File: src/hdl/gsucf_pkg.sv
`timescale 1ns / 1ps

package gsucf_pkg;

  localparam int unsigned FrameLen  = 9;
  localparam int unsigned ByteIdxW  = 4;   // counts 0..FrameLen-1
  localparam int unsigned QDepth    = 4;
  localparam int unsigned QPtrW     = 2;
  localparam int unsigned QCntW     = 3;

  localparam logic [7:0] START_BYTE   = 8'hFF;
  localparam logic [7:0] ABC_ON_ARG   = 8'hA0;
  localparam logic [7:0] R2000_HI     = 8'h07;
  localparam logic [7:0] R2000_LO     = 8'hD0;
  localparam logic [7:0] R5000_HI     = 8'h13;
  localparam logic [7:0] R5000_LO     = 8'h88;
  localparam logic [7:0] RANGE_5000_B = 8'h88;
  localparam logic [7:0] RANGE_2000_B = 8'hD0;
  localparam logic [15:0] RANGE_5000  = 16'd5000;
  localparam logic [15:0] RANGE_2000  = 16'd2000;

  // configuration register indexes
  localparam logic REG_TIMEOUT = 1'b0;
  localparam logic REG_ADDR    = 1'b1;

  // result kinds (output tuser)
  localparam logic RES_TX   = 1'b0;
  localparam logic RES_DONE = 1'b1;

  typedef enum logic [1:0] {
    KIND_ISSUE = 2'd0,
    KIND_RX    = 2'd1,
    KIND_TICK  = 2'd2
  } kind_e;

  typedef enum logic [3:0] {
    CMD_READ_GAS  = 4'd0,
    CMD_ZERO_CAL  = 4'd1,
    CMD_ABC_ON    = 4'd2,
    CMD_ABC_OFF   = 4'd3,
    CMD_SPAN_CAL  = 4'd4,
    CMD_RANGE2000 = 4'd5,
    CMD_RANGE5000 = 4'd6,
    CMD_GET_RANGE = 4'd7,
    CMD_GET_ABC   = 4'd8
  } cmd_e;

  typedef enum logic [1:0] {
    ST_OK        = 2'd0,
    ST_TIMEOUT   = 2'd1,
    ST_BAD_FRAME = 2'd2,
    ST_BAD_RANGE = 2'd3
  } status_e;

  // one unit of work handed from the front end to the emitter
  typedef struct packed {
    logic        is_frame;
    logic [3:0]  cmd;
    logic [15:0] ppm;
    logic [7:0]  addr;
    status_e     status;
    logic [15:0] value;
  } job_t;

  function automatic logic [7:0] cmd_code(input logic [3:0] cmd);
    logic [7:0] code;
    unique case (cmd)
      CMD_READ_GAS:  code = 8'h86;
      CMD_ZERO_CAL:  code = 8'h87;
      CMD_ABC_ON:    code = 8'h79;
      CMD_ABC_OFF:   code = 8'h79;
      CMD_SPAN_CAL:  code = 8'h88;
      CMD_RANGE2000: code = 8'h99;
      CMD_RANGE5000: code = 8'h99;
      CMD_GET_RANGE: code = 8'h9B;
      CMD_GET_ABC:   code = 8'h7D;
      default:       code = 8'h00;
    endcase
    return code;
  endfunction

  // argument bytes 3 and 4 of a request frame
  function automatic logic [15:0] cmd_args(input logic [3:0] cmd, input logic [15:0] ppm);
    logic [15:0] args;
    unique case (cmd)
      CMD_ABC_ON:    args = {ABC_ON_ARG, 8'h00};
      CMD_SPAN_CAL:  args = ppm;
      CMD_RANGE2000: args = {R2000_HI, R2000_LO};
      CMD_RANGE5000: args = {R5000_HI, R5000_LO};
      default:       args = 16'h0000;
    endcase
    return args;
  endfunction

  function automatic logic [7:0] frame_byte(input logic [ByteIdxW-1:0] idx,
                                            input job_t job);
    logic [7:0]  code;
    logic [15:0] args;
    logic [7:0]  sum;
    logic [7:0]  b;
    code = cmd_code(job.cmd);
    args = cmd_args(job.cmd, job.ppm);
    sum  = job.addr + code + args[15:8] + args[7:0];
    unique case (idx)
      4'd0:    b = START_BYTE;
      4'd1:    b = job.addr;
      4'd2:    b = code;
      4'd3:    b = args[15:8];
      4'd4:    b = args[7:0];
      4'd8:    b = 8'h00 - sum;
      default: b = 8'h00;
    endcase
    return b;
  endfunction

endpackage

File: src/hdl/gsucf_front.sv
`timescale 1ns / 1ps

module gsucf_front (
  input  logic                 clk_i,
  input  logic                 rst_ni,
  input  logic                 cfg_we_i,
  input  logic                 cfg_idx_i,
  input  logic [15:0]          cfg_wdata_i,
  input  logic                 in_fire_i,
  input  logic [1:0]           kind_i,
  input  logic [3:0]           cmd_i,
  input  logic [15:0]          ppm_i,
  input  logic [7:0]           rx_i,
  output logic                 push_o,
  output gsucf_pkg::job_t      job_o
);
  import gsucf_pkg::*;

  logic [15:0]         timeout_q, elapsed_q, elapsed_d;
  logic [7:0]          addr_q;
  logic                busy_q, busy_d;
  logic [3:0]          pend_q, pend_d;
  logic [ByteIdxW-1:0] cnt_q, cnt_d;
  logic [7:0]          sum_q, sum_d;
  logic [7:0]          reply_q [8];
  logic                store_en;

  always_ff @(posedge clk_i or negedge rst_ni) begin
    if (!rst_ni) begin
      timeout_q <= 16'd50;
      addr_q    <= 8'd1;
    end else if (cfg_we_i) begin
      if (cfg_idx_i == REG_TIMEOUT) timeout_q <= cfg_wdata_i;
      if (cfg_idx_i == REG_ADDR)    addr_q    <= cfg_wdata_i[7:0];
    end
  end

  always_comb begin
    busy_d    = busy_q;
    pend_d    = pend_q;
    cnt_d     = cnt_q;
    sum_d     = sum_q;
    elapsed_d = elapsed_q;
    store_en  = 1'b0;
    push_o    = 1'b0;
    job_o     = '{is_frame: 1'b0, cmd: cmd_i, ppm: ppm_i, addr: addr_q,
                  status: ST_OK, value: 16'h0000};
    if (in_fire_i) begin
      unique case (kind_i)
        KIND_ISSUE: begin
          if (!busy_q && cmd_i <= CMD_GET_ABC) begin
            push_o         = 1'b1;
            job_o.is_frame = 1'b1;
            busy_d         = 1'b1;
            pend_d         = cmd_i;
            cnt_d          = '0;
            sum_d          = 8'h00;
            elapsed_d      = 16'h0000;
          end
        end
        KIND_RX: begin
          if (busy_q) begin
            store_en = (cnt_q < ByteIdxW'(FrameLen - 1));
            if (cnt_q != '0 && store_en) sum_d = sum_q + rx_i;
            cnt_d = cnt_q + 1'b1;
            if (cnt_q == ByteIdxW'(FrameLen - 1)) begin
              // ninth byte: check and report
              push_o    = 1'b1;
              busy_d    = 1'b0;
              cnt_d     = '0;
              elapsed_d = 16'h0000;
              if (reply_q[0] != START_BYTE || reply_q[1] != cmd_code(pend_q) ||
                  rx_i != 8'h00 - sum_q) begin
                job_o.status = ST_BAD_FRAME;
              end else if (pend_q == CMD_READ_GAS) begin
                job_o.value = {reply_q[2], reply_q[3]};
              end else if (pend_q == CMD_GET_RANGE) begin
                if (reply_q[2] == RANGE_5000_B)      job_o.value  = RANGE_5000;
                else if (reply_q[2] == RANGE_2000_B) job_o.value  = RANGE_2000;
                else                                 job_o.status = ST_BAD_RANGE;
              end else if (pend_q == CMD_GET_ABC) begin
                job_o.value = {8'h00, reply_q[7]};
              end
            end
          end
        end
        KIND_TICK: begin
          if (busy_q) begin
            if (elapsed_q != 16'hFFFF) elapsed_d = elapsed_q + 16'd1;
            if (elapsed_d >= timeout_q) begin
              push_o       = 1'b1;
              job_o.status = ST_TIMEOUT;
              busy_d       = 1'b0;
              cnt_d        = '0;
              elapsed_d    = 16'h0000;
            end
          end
        end
        default: ;
      endcase
    end
  end

  always_ff @(posedge clk_i or negedge rst_ni) begin
    if (!rst_ni) begin
      busy_q    <= 1'b0;
      pend_q    <= '0;
      cnt_q     <= '0;
      sum_q     <= '0;
      elapsed_q <= '0;
    end else begin
      busy_q    <= busy_d;
      pend_q    <= pend_d;
      cnt_q     <= cnt_d;
      sum_q     <= sum_d;
      elapsed_q <= elapsed_d;
    end
  end

  always_ff @(posedge clk_i) begin
    if (store_en) reply_q[cnt_q[2:0]] <= rx_i;
  end

endmodule

File: src/hdl/gsucf_fifo.sv
`timescale 1ns / 1ps

module gsucf_fifo (
  input  logic            clk_i,
  input  logic            rst_ni,
  input  logic            push_i,
  input  gsucf_pkg::job_t job_i,
  output logic            full_o,
  output logic            valid_o,
  input  logic            pop_i,
  output gsucf_pkg::job_t job_o
);
  import gsucf_pkg::*;

  job_t             mem_q [QDepth];
  logic [QPtrW-1:0] wr_q, rd_q;
  logic [QCntW-1:0] cnt_q;

  assign full_o  = (cnt_q == QCntW'(QDepth));
  assign valid_o = (cnt_q != '0);
  assign job_o   = mem_q[rd_q];

  always_ff @(posedge clk_i or negedge rst_ni) begin
    if (!rst_ni) begin
      wr_q  <= '0;
      rd_q  <= '0;
      cnt_q <= '0;
    end else begin
      if (push_i) wr_q <= wr_q + 1'b1;
      if (pop_i)  rd_q <= rd_q + 1'b1;
      cnt_q <= cnt_q + QCntW'(push_i) - QCntW'(pop_i);
    end
  end

  always_ff @(posedge clk_i) begin
    if (push_i) mem_q[wr_q] <= job_i;
  end

endmodule

File: src/hdl/gsucf_back.sv
`timescale 1ns / 1ps

module gsucf_back (
  input  logic            clk_i,
  input  logic            rst_ni,
  input  logic            job_valid_i,
  input  gsucf_pkg::job_t job_i,
  output logic            pop_o,
  output logic            valid_o,
  input  logic            ready_i,
  output logic            kind_o,
  output logic            last_o,
  output logic [7:0]      tx_o,
  output logic [1:0]      status_o,
  output logic [15:0]     value_o
);
  import gsucf_pkg::*;

  logic [ByteIdxW-1:0] idx_q;
  logic                valid_q;
  logic                load;
  logic                frame_end;

  assign load      = job_valid_i && (!valid_q || ready_i);
  assign frame_end = (idx_q == ByteIdxW'(FrameLen - 1));
  assign pop_o     = load && (!job_i.is_frame || frame_end);
  assign valid_o   = valid_q;

  always_ff @(posedge clk_i or negedge rst_ni) begin
    if (!rst_ni) begin
      valid_q <= 1'b0;
      idx_q   <= '0;
    end else begin
      if (load)         valid_q <= 1'b1;
      else if (ready_i) valid_q <= 1'b0;
      if (load && job_i.is_frame) idx_q <= frame_end ? '0 : idx_q + 1'b1;
    end
  end

  always_ff @(posedge clk_i) begin
    if (load) begin
      if (job_i.is_frame) begin
        kind_o   <= RES_TX;
        tx_o     <= frame_byte(idx_q, job_i);
        last_o   <= frame_end;
        status_o <= ST_OK;
        value_o  <= 16'h0000;
      end else begin
        kind_o   <= RES_DONE;
        tx_o     <= 8'h00;
        last_o   <= 1'b0;
        status_o <= job_i.status;
        value_o  <= job_i.value;
      end
    end
  end

endmodule

File: src/hdl/gas_sensor_uart_command_frames.sv
`timescale 1ns / 1ps
// Channel   Dir  Handshake              Payload
// s_axis    in   tvalid/tready          tuser: kind; tdata: command, span_ppm, rx_byte
// m_axis    out  tvalid/tready/tlast    tuser: result_kind; tdata: tx_byte, status, value
// cfg       in   cfg_we_i (no ready)    cfg_idx_i selects register, cfg_wdata_i data
//
// One input transaction per cycle while the job queue has room (four entries).
// An issue produces nine output transactions, one per cycle from the emitter while
// m_axis_tready is high; a completion produces one. Output ready sets pacing.
// Decode of the reply happens at the ninth received byte in the front end.
// Reset is asynchronous, active low; it clears control state and restores
// timeout_ticks = 50 and device_address = 1.
// Output stalls fill the queue; input stalls only when the queue is full.

module gas_sensor_uart_command_frames (
  input  logic        clk_i,
  input  logic        rst_ni,
  // config write port
  input  logic        cfg_we_i,
  input  logic        cfg_idx_i,
  input  logic [15:0] cfg_wdata_i,
  // input stream
  input  logic        s_axis_tvalid,
  output logic        s_axis_tready,
  input  logic [31:0] s_axis_tdata,   // [3:0] command, [19:4] span_ppm, [27:20] rx_byte
  input  logic [1:0]  s_axis_tuser,   // [1:0] kind
  // output stream
  output logic        m_axis_tvalid,
  input  logic        m_axis_tready,
  output logic [31:0] m_axis_tdata,   // [7:0] tx_byte, [9:8] status, [25:10] value
  output logic        m_axis_tuser,   // [0] result_kind
  output logic        m_axis_tlast
);
  import gsucf_pkg::*;

  logic        q_full, q_valid, push, pop, in_fire;
  job_t        push_job, head_job;
  logic [7:0]  tx;
  logic [1:0]  status;
  logic [15:0] value;

  assign s_axis_tready = !q_full;
  assign in_fire       = s_axis_tvalid && s_axis_tready;

  // front end: classify transaction, track reply, queue work
  gsucf_front u_front (
    .clk_i       (clk_i),
    .rst_ni      (rst_ni),
    .cfg_we_i    (cfg_we_i),
    .cfg_idx_i   (cfg_idx_i),
    .cfg_wdata_i (cfg_wdata_i),
    .in_fire_i   (in_fire),
    .kind_i      (s_axis_tuser),
    .cmd_i       (s_axis_tdata[3:0]),
    .ppm_i       (s_axis_tdata[19:4]),
    .rx_i        (s_axis_tdata[27:20]),
    .push_o      (push),
    .job_o       (push_job)
  );

  gsucf_fifo u_fifo (
    .clk_i   (clk_i),
    .rst_ni  (rst_ni),
    .push_i  (push),
    .job_i   (push_job),
    .full_o  (q_full),
    .valid_o (q_valid),
    .pop_i   (pop),
    .job_o   (head_job)
  );

  // back end: expand frames into bytes, emit completions
  gsucf_back u_back (
    .clk_i       (clk_i),
    .rst_ni      (rst_ni),
    .job_valid_i (q_valid),
    .job_i       (head_job),
    .pop_o       (pop),
    .valid_o     (m_axis_tvalid),
    .ready_i     (m_axis_tready),
    .kind_o      (m_axis_tuser),
    .last_o      (m_axis_tlast),
    .tx_o        (tx),
    .status_o    (status),
    .value_o     (value)
  );

  assign m_axis_tdata = {6'b000000, value, status, tx};

endmodule

File: config.mk
export PLATFORM = sky130hd
export DESIGN_NAME = gas_sensor_uart_command_frames
export DESIGN_NICKNAME = d
export VERILOG_FILES = /design/src/hdl/gsucf_pkg.sv /design/src/hdl/gsucf_front.sv /design/src/hdl/gsucf_fifo.sv /design/src/hdl/gsucf_back.sv /design/src/hdl/gas_sensor_uart_command_frames.sv
export SDC_FILE = /design/constraint.sdc
export NUM_CORES = 1
export LEC_CHECK = 0
export BUFFER_PORTS_ARGS = -buffer_cell sky130_fd_sc_hd__buf_2
export CAP_MARGIN = 20
export CORE_ASPECT_RATIO = 0.5
export CORE_MARGIN = 2
export CORE_UTILIZATION = 32
export CTS_CLUSTER_SIZE = 12
export DETAILED_ROUTE_END_ITERATION = 7
export SYNTH_ARGS = -nofsm -noshare
export SYNTH_HDL_FRONTEND = slang
export SYNTH_SLANG_ARGS = --single-unit
File: constraint.sdc
create_clock -name clk_i -period 12.28 [get_ports clk_i]
set_input_delay 1.228 -clock clk_i [delete_from_list [all_inputs] [get_ports clk_i]]
set_output_delay 1.228 -clock clk_i [all_outputs]
set_load 0.1 [all_outputs]
After elaboration in Yosys (flattened, before gate mapping)
Memory sizes are Yosys's and may differ from the RTL's.
Index checks and enable logic that the tools add are counted.
- multiplexer cells: 74
- div/mod/pow operators: 0
- $mul: 0
- magnitude comparators: 3
- add/subtract/negate cells: 13
- reduce and logical (&&, ||, !) cells: 29
- bitwise operators: 1
- shift operators: 0
- eq/ne operators: 27
- operators with widths (cell ; count):
    16-bit 2-to-1 mux ; 16
    8-bit 2-to-1 mux ; 10
    16-bit one-hot mux with 4 select lines ; 1
    18-bit 2-to-1 mux ; 3
    16-bit one-hot mux with 3 select lines ; 1
    8-bit one-hot mux with 6 select lines ; 1
    8-bit adder ; 4
    1-bit 2-to-1 mux ; 24
    4-bit 2-to-1 mux ; 6
    4-bit by 3-bit == test with 1-bit output, second input constant ; 5
    16-bit by 1-bit adder with 16-bit output, second input constant ; 1
    8-bit == test, second input constant ; 2
    16-bit >= comparator ; 1
    16-bit inequality test, second input constant ; 1
    8-bit inequality test ; 2
    8-bit one-hot mux with 2 select lines ; 1
    1-bit by 8-bit subtractor with 8-bit output, first input constant ; 2
    4-bit by 2-bit == test with 1-bit output, second input constant ; 3
    4-bit == test, second input constant ; 3
    2-bit 2-to-1 mux ; 6
    2-bit by 1-bit inequality test with 1-bit output, second input constant ; 6
    4-bit one-hot mux with 3 select lines ; 1
    6-bit AND reduction ; 2
    11-bit 2-to-1 mux ; 1
    25 further kinds ; 44
- ROM bits: 256
- word-level logic and storage cells: 168
- bits in latches: 0
- memories kept: 4
- register bits after elaboration: 97
- input port bits: 56
- memory bits (writable): 252
- memory list (memory ; words ; bits a word ; rd ports ; clocked after Yosys merged registers in ; write ports ; RTL line ; RTL):
    u_fifo.mem_q ; 4 ; 47 ; 1 ; 0 ; 1 ; gsucf_fifo.sv:15 ; job_t mem_q [QDepth];
    (no name shown) ; 16 ; 8 ; 1 ; 0 ; 0 ; gsucf_pkg.sv:67 ; unique case (cmd)
    (no name shown) ; 16 ; 8 ; 1 ; 0 ; 0 ; gsucf_pkg.sv:67 ;
    u_front.reply_q ; 8 ; 8 ; 5 ; 0 ; 1 ; gsucf_front.sv:25 ; logic [7:0] reply_q [8];

Logic depth before layout (Yosys ltp)
- depth after elaboration: 13
- depth in mapped cells: 22
- gate-level depth less buffers: 22

Hierarchy
Synthesis repeated with hierarchy kept, for this count alone.
- cells, all modules: 1147
- area total of the unflattened synthesis: 15822.7 um^2
- modules (own cells, without submodules) (module ; seq. area each (um^2) ; cells an instance ; area an instance (um^2) ; instances):
    gsucf_fifo ; 5820.6 ; 280 ; 7194.4 ; 1
    gsucf_front ; 2632.5 ; 596 ; 5839.4 ; 1
    gsucf_back ; 965.9 ; 262 ; 2730.1 ; 1
    gas_sensor_uart_command_frames ; 0.0 ; 9 ; 58.8 ; 1

Least setup slack after synthesis
Ideal clock, no wire load.
- kind: register to register
- start: register u_fifo.rd_q[0]
- end: register u_back.tx_o[6] (data pin)
- arrival: 4555 ps
- buffers on the path: 2
- setup slack: 7457 ps
- cell stages (with the launch flop): 20
- cells stage by stage: dfrtp_1 -> buf_2 -> buf_6 -> mux4_2 -> nand2b_4 -> a21oi_1 -> o21ai_1 -> fa_1 -> inv_1 -> fa_1 -> fa_1 -> inv_1 -> ha_1 -> fa_1 -> a21o_1 -> a21oi_1 -> xor2_1 -> o21ai_0 -> a21oi_1 -> a31oi_1
- cells in the longest elaborated chain, start to end: 9
- RTL lines (element ; RTL line ; RTL):
    start: declaration ; gsucf_fifo.sv:16 ; logic [QPtrW-1:0] wr_q, rd_q;
    start signal: assignment ; gsucf_fifo.sv:30 ; if (pop_i) rd_q <= rd_q + 1'b1;
    memory 4 x 47 bit (*) ; -- ;
    memory 16 x 8 bit, or another cell as far along ; -- ;
    8-bit 2-to-1 mux or 16-bit one-hot mux with 4 select lines (tied branches) ; gsucf_back.sv:42, gsucf_pkg.sv:85 ;
    8-bit 2-to-1 mux or 16-bit 2-to-1 mux (tied branches) ; gsucf_back.sv:41, gsucf_back.sv:42 ;
    8-bit adder or 16-bit 2-to-1 mux (tied branches) ; gsucf_pkg.sv:103, gsucf_back.sv:41 ;
    8-bit adder (2 in a row) ; gsucf_pkg.sv:103 ; sum = job.addr + code + args[15:8] + args[7:0];
    1-bit by 8-bit subtractor with 8-bit output ; gsucf_pkg.sv:110 ; 4'd8: b = 8'h00 - sum;
    8-bit one-hot mux with 6 select lines ; gsucf_pkg.sv:104 ; unique case (idx)
    end signal: assignment ; gsucf_back.sv:44 ; tx_o <= frame_byte(idx_q, job_i);
    end: declaration ; gsucf_back.sv:13 ; output logic [7:0] tx_o,
Mark *: on every way between the ends. The rest lies on a longest branch, timed or not. The select of a mux whose other input is x is not followed.
A chain may end at the register's enable or synchronous reset.

Worst setup path in the final report
Same ends and word-level chain as after synthesis.

==> flow_metrics.env <==
export IMPL_layout_commonest_cell="edfxtp_1"
export IMPL_hp_class="flip-flop to flip-flop"
export IMPL_synthAdderAreaFrac_pct=6.425
export IMPL_synth_xor_area_share_pct=2.117
export IMPL_synth_area_mux_share_pct=8.297
export IMPL_hp_start="u_fifo.cnt_q[2]"
export IMPL_rsz0062_at_grt="false"
export IMPL_rr_worst_depth=18
export IMPL_crit_fanout=34
export IMPL_relSlewSlack_pct=29.10
export IMPL_synthToLayoutAreaGrowth_pct=14.30
export IMPL_finalSetupViolations=0
export IMPL_final_cell_mix="edfxtp_1, nand2_1, buf_2"
export IMPL_num_nets_final=1326
export IMPL_layout_drive_gt1_share_pct=18.63
export IMPL_pre_cts_ws_ns=5.963
export IMPL_synth_ff_type="edfxtp_1"
export IMPL_drc=0
export IMPL_whs_endpoint="u_fifo.cnt_q[2]"
export IMPL_seq_area_frac_synth_pct=61.54
export IMPL_finalPower_mw=4.315
export IMPL_max_cap_violations=0
export IMPL_clockBufferDepth=3
export IMPL_num_antenna_cells=0
export IMPL_hpwl_mm=22.11
export IMPL_place_congestion=0.8893
export IMPL_leakagePower_nw=6.421
export IMPL_async_flop_share_pct=21.23
export IMPL_cts_resized_gates=0
export IMPL_syn_area_um2=15310
export IMPL_worstReg2RegEnd="u_back.tx_o[6]"
export IMPL_first_pass_iters=5
export IMPL_fin_crit_sh_pct=50.41
export IMPL_cts_made_buffers=35
export IMPL_fp_row_count=56
export IMPL_antenna_found_initial=0
export IMPL_max_slew_worst_pin_slew_ns=1.061
export IMPL_path_class="flip-flop to flip-flop"
export IMPL_required_ns=12.52
export IMPL_clk_latency_ns=0.52
export IMPL_synth_distinct_cells=81
export IMPL_yosysWarningCount=0
export IMPL_seqCellArea_um2=9422
export IMPL_synth_seq_cells=325
export IMPL_reg2reg_from="u_fifo.rd_q[0]"
export IMPL_grt_overflow=0
export IMPL_fmax_mhz=161.6
export IMPL_grt_pass1_wl_mm=51.34
export IMPL_dieArea_um2=49700
export IMPL_port_buffers=81
export IMPL_cts_sinks=325
export IMPL_synthSimpleGateAreaFrac_pct=9.957
export IMPL_endpoint_kind="flip-flop"
export IMPL_fillers=4397
export IMPL_hold_viol=0
export IMPL_min_path_cells=1
export IMPL_drtAntennaViolNets=0
export IMPL_routedWlPerCell_um=17.59
export IMPL_synth_edf_count=256
export IMPL_initial_core_util_pct=32.56
export IMPL_grt_max_degree=70
export IMPL_worst_slack_ns=6.090
export IMPL_vias=9195
export IMPL_die_w_um=313.3
export IMPL_syn_area_per_cell_um2=13.76
export IMPL_post_cts_buffers=0
export IMPL_fin_crit_ns=6.190
export IMPL_drv_slew=0
export IMPL_grt_usage_pct=13.18
export IMPL_multi_input_comb_area_um2=5455
export IMPL_synth_top_family_by_area="simple AND/OR/NAND/NOR gates"
export IMPL_reg2reg_slack_ns=6.09
export IMPL_cts_tree="yes"
export IMPL_cts_hold_buffers=0
export IMPL_vdd_drop_max_mv=0.1411
export IMPL_cts_root_buf="clkbuf_16"
export IMPL_grt_pass1_vias=9396
export IMPL_status="completed"
export IMPL_clkTransAtPathRegs_ns=0.06
export IMPL_synth_compound_area_share_pct=8.616
export IMPL_drt_iter0_drc=584
export IMPL_io_pins=92
export IMPL_arrival_ns=6.43
export IMPL_clock_skew_ns=0.01952
export IMPL_critPathLaunchType="flip-flop"
export IMPL_core_um2=47020
export IMPL_power_density_nw_per_um2=246.7
export IMPL_vias_per_cell=4.938
export IMPL_wl_mm=32.76
export IMPL_syn_inst=1112
export IMPL_die_h_um=158.6
export IMPL_setup_tns_ns=0
export IMPL_htree_levels=2
area by class of cell:
type	count	share of cell area [%]
clock inverter	9	0.6294
sequential	325	53.85
inverter	61	1.309
multi-input combinational	684	31.18
clock buffer	51	5.586
tap	638	4.563
timing repair buffer	94	2.875
cells in the mapped netlist, types with 3 or more instances:
cell / n / area share [%]
a22o_1: 8 / 0.46
a21oi_2: 3 / 0.17
a21oi_1: 51 / 1.7
nor4_1: 11 / 0.45
o21ai_0: 45 / 1.5
clkbuf_1: 24 / 0.59
inv_1: 60 / 1.5
nor2_1: 67 / 1.6
o21bai_1: 3 / 0.15
mux2_2: 15 / 1.1
nor2b_1: 27 / 1.1
a211oi_1: 7 / 0.34
a31oi_1: 5 / 0.20
nand4_1: 9 / 0.37
nand2_1: 90 / 2.2
buf_2: 13 / 0.43
fa_1: 16 / 2.1
nand2b_1: 9 / 0.37
o22ai_1: 6 / 0.25
o21a_1: 8 / 0.39
ha_1: 53 / 4.3
edfxtp_1: 256 / 50
and2_1: 15 / 0.61
and4_1: 4 / 0.23
xor2_1: 13 / 0.74
buf_4: 7 / 0.34
nor3_1: 13 / 0.43
or2_1: 4 / 0.16
dfstp_2: 4 / 0.69
a2111oi_0: 3 / 0.17
dfrtp_1: 65 / 11
a22oi_1: 9 / 0.44
o21ai_1: 9 / 0.29
a211o_1: 4 / 0.23
a21o_1: 8 / 0.39
nand3b_1: 3 / 0.15
and3_1: 11 / 0.45
nand3_1: 24 / 0.78
xnor2_1: 24 / 1.4
nor3b_1: 3 / 0.15
o31ai_1: 4 / 0.20
mux4_2: 47 / 6.9
o211ai_1: 3 / 0.15
a32oi_1: 3 / 0.17
where the power goes:
group	switching (mW)	internal, mW
combinational	1.16	0.714
sequential	0.124	1.31
clock	0.411	0.596
total	1.70	2.62
stage by stage:
| stage | util [%] | instances | cell area (µm²) | hold slack, ns |
|---|---|---|---|---|
| final | 37.21 | 1862 | 17490 | 0.5055 |
| after global routing | 37.21 | 1862 | 17490 | 0.5416 |
| after CTS | 37.21 | 1862 | 17490 | 0.5075 |
| after detailed placement | 34.90 | 1802 | 16410 | 0.4967 |
| after global placement | 34.90 | 1802 | 16410 | 0.4756 |
| after floorplan | - | 1117 | 15320 | 0.4592 |
state kept, by name, indices dropped and copies added, names as in the netlist:
| register | flops |
|---|---|
| u_front.pend_q | 4 |
| u_back.idx_q | 4 |
| u_fifo.rd_q | 2 |
| u_fifo.cnt_q | 3 |
| u_front.busy_q | 1 |
| u_back.value_o | 16 |
| u_back.valid_o | 1 |
| u_back.kind_o | 1 |
| u_front.timeout_q | 16 |
| u_front.cnt_q | 4 |
| u_back.last_o | 1 |
| u_fifo.mem_q | 188 |
| u_fifo.wr_q | 2 |
| u_front.reply_q | 40 |
| u_front.elapsed_q | 16 |
| u_front.sum_q | 8 |
| u_back.tx_o | 8 |
| u_back.status_o | 2 |
| u_front.addr_q | 8 |
how the worst max path moves through the flow:
stage	slack, ns	endpoint	cells after the start	start
6_report	6.09	u_back.tx_o[6]	18	u_fifo.rd_q[0]
5_1_grt	5.57	u_back.tx_o[6]	18	u_fifo.rd_q[0]
4_1_cts	5.90	u_back.tx_o[6]	18	u_fifo.rd_q[0]
3_5_place_dp	5.96	u_back.tx_o[6]	18	u_fifo.rd_q[0]
3_3_place_gp	6.04	u_back.tx_o[6]	18	u_fifo.rd_q[0]
2_1_floorplan	7.46	u_back.tx_o[6]	19	u_fifo.rd_q[0]
per-layer routing:
layer,vias up,share of wire (%),track usage [%]
met5,-,0,0
met4,0,1.8,3.463
met3,40,3.7,2.058
met2,172,50,23.48
met1,4646,45,16.86
li1,4337,-,-
kinds of logic (layout without fill, tap and decap cells):
logic type,Yosys count,in the layout
XOR/XNOR,37,37
adder cells (fa/ha/maj),69,69
multiplexers,66,66
buffers and inverters,108,215
other,1,6
AO/OA/AOI/OAI,202,202
AND/OR/NAND/NOR,304,304
flip-flops,325,325
worst max-delay path: stages, from the launching register on:
cell	delay, ns
dfrtp_2	0.71
buf_4	0.65
mux4_2	0.72
nand2b_4	0.22
a21oi_1	0.23
o21ai_1	0.16
fa_1	0.56
inv_1	0.07
fa_1	0.47
fa_1	0.53
inv_1	0.04
ha_1	0.23
fa_1	0.42
a21o_1	0.18
a21oi_1	0.17
xor2_1	0.17
o21ai_0	0.10
a21oi_1	0.13
a31oi_1	0.10
Power figures use the tool's default switching activity.
